`src/design/scag_pkg.sv`:
```
// ----------------------------------------------------------------------------
// scag_pkg
// Shared constants and register codes of the strided concat address generator.
// ----------------------------------------------------------------------------
package scag_pkg;

  localparam int DATA_W         = 32;
  localparam int WORD_W         = 64;
  localparam int CFG_IDX_W      = 3;
  localparam int DIMS_W         = 3;
  localparam int CONCAT_W       = 2;
  localparam int SHIFT_W        = 16;

  localparam int DEF_MAX_DIMS   = 4;
  localparam int DEF_SIZE_BITS  = 16;

  typedef enum logic [CFG_IDX_W-1:0] {
    REG_DIMS_IN_USE  = 3'd0,
    REG_CONCAT_DIM   = 3'd1,
    REG_DIM_SHIFT    = 3'd2,
    REG_SOURCE_BASE  = 3'd3,
    REG_SOURCE_SIZES = 3'd4,
    REG_SOURCE_STEPS = 3'd5,
    REG_DEST_SIZES   = 3'd6
  } cfg_reg_e;

endpackage

```
`src/design/scag_div_slot.sv`:
```
// ----------------------------------------------------------------------------
// scag_div_slot
// Pipelined restoring divider for one dimension: one quotient bit per stage.
// A zero divisor passes the dividend through as quotient with remainder 0.
// ----------------------------------------------------------------------------
module scag_div_slot
  import scag_pkg::*;
#(
  parameter int SIZE_BITS = DEF_SIZE_BITS,
  parameter int SIDE_W    = DATA_W
) (
  input  logic                 clk_i,
  input  logic                 rst_ni,
  input  logic                 valid_i,
  input  logic [DATA_W-1:0]    dividend_i,
  input  logic [SIZE_BITS-1:0] divisor_i,
  input  logic [SIDE_W-1:0]    side_i,
  output logic                 valid_o,
  output logic [DATA_W-1:0]    quotient_o,
  output logic [SIZE_BITS-1:0] remainder_o,
  output logic [SIDE_W-1:0]    side_o
);

  logic                 v_q    [DATA_W];
  logic [DATA_W-1:0]    work_q [DATA_W];
  logic [SIZE_BITS-1:0] rem_q  [DATA_W];
  logic [SIDE_W-1:0]    side_q [DATA_W];

  for (genvar s = 0; s < DATA_W; s++) begin : g_step
    logic                 v_in;
    logic [DATA_W-1:0]    work_in;
    logic [SIZE_BITS-1:0] rem_in;
    logic [SIDE_W-1:0]    side_in;
    logic [SIZE_BITS:0]   trial;
    logic [SIZE_BITS:0]   diff;
    logic                 qbit;
    logic [SIZE_BITS-1:0] rem_d;
    logic [DATA_W-1:0]    work_d;

    if (s == 0) begin : g_first
      assign v_in    = valid_i;
      assign work_in = dividend_i;
      assign rem_in  = '0;
      assign side_in = side_i;
    end else begin : g_next
      assign v_in    = v_q[s-1];
      assign work_in = work_q[s-1];
      assign rem_in  = rem_q[s-1];
      assign side_in = side_q[s-1];
    end

    assign trial = {rem_in, work_in[DATA_W-1]};
    assign diff  = trial - {1'b0, divisor_i};

    always_comb begin
      if (divisor_i == '0) begin
        qbit  = work_in[DATA_W-1];
        rem_d = '0;
      end else if (trial >= {1'b0, divisor_i}) begin
        qbit  = 1'b1;
        rem_d = diff[SIZE_BITS-1:0];
      end else begin
        qbit  = 1'b0;
        rem_d = trial[SIZE_BITS-1:0];
      end
    end

    assign work_d = {work_in[DATA_W-2:0], qbit};

    always_ff @(posedge clk_i or negedge rst_ni) begin
      if (!rst_ni) begin
        v_q[s] <= 1'b0;
      end else begin
        v_q[s] <= v_in;
      end
    end

    always_ff @(posedge clk_i) begin
      work_q[s] <= work_d;
      rem_q[s]  <= rem_d;
      side_q[s] <= side_in;
    end
  end

  assign valid_o     = v_q[DATA_W-1];
  assign quotient_o  = work_q[DATA_W-1];
  assign remainder_o = rem_q[DATA_W-1];
  assign side_o      = side_q[DATA_W-1];

endmodule

```
`config.mk`:
```
export PLATFORM = sky130hd
export DESIGN_NAME = scag_div_slot
export DESIGN_NICKNAME = d
export VERILOG_FILES = /design/src/design/scag_pkg.sv /design/src/design/scag_div_slot.sv
export SDC_FILE = /design/constraint.sdc
export NUM_CORES = 2
export LEC_CHECK = 0
export ABC_AREA = 1
export BUFFER_PORTS_ARGS = -buffer_cell sky130_fd_sc_hd__buf_2
export CAP_MARGIN = 10
export CORE_MARGIN = 2
export CORE_UTILIZATION = 45
export DETAILED_ROUTE_END_ITERATION = 8
export SYNTH_ARGS = -nofsm -noshare
export SYNTH_HDL_FRONTEND = slang
export SYNTH_SLANG_ARGS = --single-unit
```
`constraint.sdc`:
```
create_clock -name clk_i -period 4.2 [get_ports clk_i]
set_input_delay 1.05 -clock clk_i [delete_from_list [all_inputs] [get_ports clk_i]]
set_output_delay 1.05 -clock clk_i [all_outputs]
set_load 0.02 [all_outputs]
```
==> flow_summary.json <==
{
  "rows": 168,
  "critical_path_class": "in -> reg",
  "ctsHoldBuffers": 0,
  "grt_usage_pct": 20.94,
  "antenna_found_initial": 7,
  "post_cts_buffers": 0,
  "critPathCapture": "rem_q[0][220]",
  "postRouteWirelength_mm": 227.5,
  "io_pins": 164,
  "p_per_area_nw_per_um2": 770.6,
  "coreArea_um2": 209600,
  "portBuffers": 163,
  "grt-ovfl-total": 0,
  "synth_warnings": 0,
  "drt_iter0_drc": 4675,
  "ant_nets": 0,
  "whs_ps": 194.9,
  "layout_commonest_cell": "nand2_1",
  "grt_pass1_wl_mm": 361.5,
  "route.detailed.drc": 0,
  "worstPathRequired_ps": 4970,
  "syn_avg_cell_area_um2": 8.131,
  "layout_common_cells": "3460 x nand2_1, 2560 x dfxtp_1, 1702 x inv_1",
  "startpoint": "divisor_i[14]",
  "grt_max_degree": 173,
  "gp_congestion": 0.9177,
  "ctsResizeCount": 0,
  "cts_buffers": 279,
  "leakagePower_nw": 57.50,
  "r2r_setup_slack_ps": 1610,
  "ys_ff_latch": 2592,
  "reg2reg_depth": 13,
  "nets": 12691,
  "post_drt_wl_per_cell_um": 15.09,
  "r2r-end": "rem_q[0][220]",
  "rsz0062_at_grt": "false",
  "cts_sinks": 2592,
  "via_per_inst": 4.648,
  "num_vias": 70094,
  "tightest_slew_ps": 929.6,
  "fmax_mhz": 335.5,
  "mappedNetlistNets": 12279,
  "yosys_most_used_dff": "dfxtp_1",
  "die_x_um": 463.1,
  "holdCritPathClass": "in -> async",
  "multiInputGateArea_um2": 35320,
  "fin_crit_sh_pct": 70.97,
  "synth_area_um2": 94860,
  "r2r-start": "rem_q[0][202]",
  "startpoint_type": "input port",
  "synth_edf_count": 0,
  "max_slew_margin_pct": 38.03,
  "clkTransAtPathRegs_ps": 60,
  "cts_tree": "yes",
  "dieArea_um2": 214500,
  "synth-seq-area-share_pct": 54.87,
  "grt_pass1_vias": 67768,
  "setup_viol": 0,
  "cap_violations": 0,
  "synthCells": 11667,
  "final_layout_size_suffix_gt1_share_pct": 6.511,
  "setup_tns_ps": 0,
  "ys_types": 38,
  "arrival_ps": 3750,
  "syn_to_final_growth_pct": 14.67,
  "hold_viol": 0,
  "clk_path_buf_depth": 4,
  "clk_latency_ps": 890,
  "skew_ps": 57.79,
  "final-seq-area_um2": 52050,
  "setup.worst_path.end_class": "flip-flop",
  "place.detailed.hpwl_mm": 164.9,
  "maxSlewViolCount": 0,
  "floorplan.initialDensity_pct": 45.26,
  "drt_first_pass_iters": 7,
  "status": "finished, final reports clean",
  "ir_drop_mv": 0.4594,
  "root_buffer": "clkbuf_16",
  "synthArstFlopShare_pct": 1.235,
  "htreeDepth": 5,
  "period_minus_slack_ps": 2981,
  "die_h_um": 463.1,
  "fill_cells": 19832,
  "cp_max_fo": 12
}
-- sequential cells by signal, summed over array words and instances, names as in the netlist --
signal       flops
g_step.v_in     31
rem_q          512
side_q        1024
valid_o          1
work_q        1024
-- final cells by class --
| cell class | count | area share [%] |
|---|---|---|
| repair buffers | 299 | 2.022 |
| clock buffers | 369 | 7.242 |
| flip-flops and latches | 2592 | 47.85 |
| multi-input cells | 7163 | 32.47 |
| diodes | 2 | 0.004601 |
| well taps | 2805 | 3.226 |
| inverters | 1744 | 6.022 |
| clock inverters | 105 | 1.159 |
-- critical path, stage by stage --
cell and delay, ps:
buf_2 100, inv_2 500, ha_1 400, a21oi_1 230, o21a_1 150, nand2_1 50, nor2_1 550, nand2_1 240
buf_4 240, nand2_1 70, nand2_1 40, nor2_1 100
-- stage by stage --
| step | setup slack (ps) | instance area [um2] | instances | util, % | power [mW] |
|---|---|---|---|---|---|
| 3_5_place_dp | 361.4 | 99630 | 14603 | 47.54 | 60.11 |
| 4_1_cts | 1266 | 108800 | 15077 | 51.90 | 84.53 |
| 3_3_place_gp | 371.8 | 99630 | 14603 | 47.54 | 60.04 |
| 2_1_floorplan | 256.9 | 94870 | 11667 | - | 51.88 |
| 6_report | 1219 | 108800 | 15079 | 51.90 | 83.82 |
| 5_1_grt | 1067 | 108800 | 15078 | 51.90 | 90.17 |
-- cell usage after synthesis (31+ instances only) --
master,number,share of area (%)
fa_1,31,0.65
ha_1,498,6.6
nor3_1,75,0.40
a21oi_1,296,1.6
nor2_1,1456,5.8
clkbuf_1,56,0.22
nand3b_1,103,0.82
and2_1,40,0.26
dfxtp_1,2560,54
buf_2,76,0.40
o21ai_1,34,0.18
nand4_1,101,0.67
nand3_1,705,3.7
inv_1,1712,6.8
nand2_1,3461,14
dfrtp_1,32,0.84
o21ai_0,72,0.38
xor2_1,192,1.8
-- how the worst min path moves through the flow --
stage	startpoint	end	depth (start not counted)
after floorplan	side_q[0][68]	side_q[0][100]	0
after global placement	side_q[1][75]	side_q[1][107]	0
after detailed placement	work_q[1][377]	work_q[1][410]	0
after CTS	rst_ni	g_step[31].v_in	1
after global routing	side_i[7]	side_q[0][7]	1
final	rst_ni	g_step[31].v_in	1
-- layer usage --
layer	wire length (um)	share of wire, %	GRT usage, %	vias to the layer above
met5	0	0	0	-
met4	7664	3.4	7.313	0
met3	10780	4.7	2.851	451
met2	102100	45	34.20	1610
met1	107000	47	28.37	31568
li1	-	-	-	36465
-- power breakdown --
group          internal, mW  switching [mW]
Combinational          9.91            18.5
Sequential             29.1            2.43
Clock                  14.6            9.37
-- logic make-up (layout without fill, tap and decap cells) --
kind of cell    after synthesis  count (layout)  synth area share [%]
simple gates               5985            5985                 25.63
compound gates              427             427                 2.321
other cells                   0               2                     0
buf+inv                    1912            2517                 7.903
flops                      2592            2592                 54.87
fa+ha+maj                   529             529                 7.223
xor+xnor                    222             222                 2.050
(Power assumes the default switching activity.)
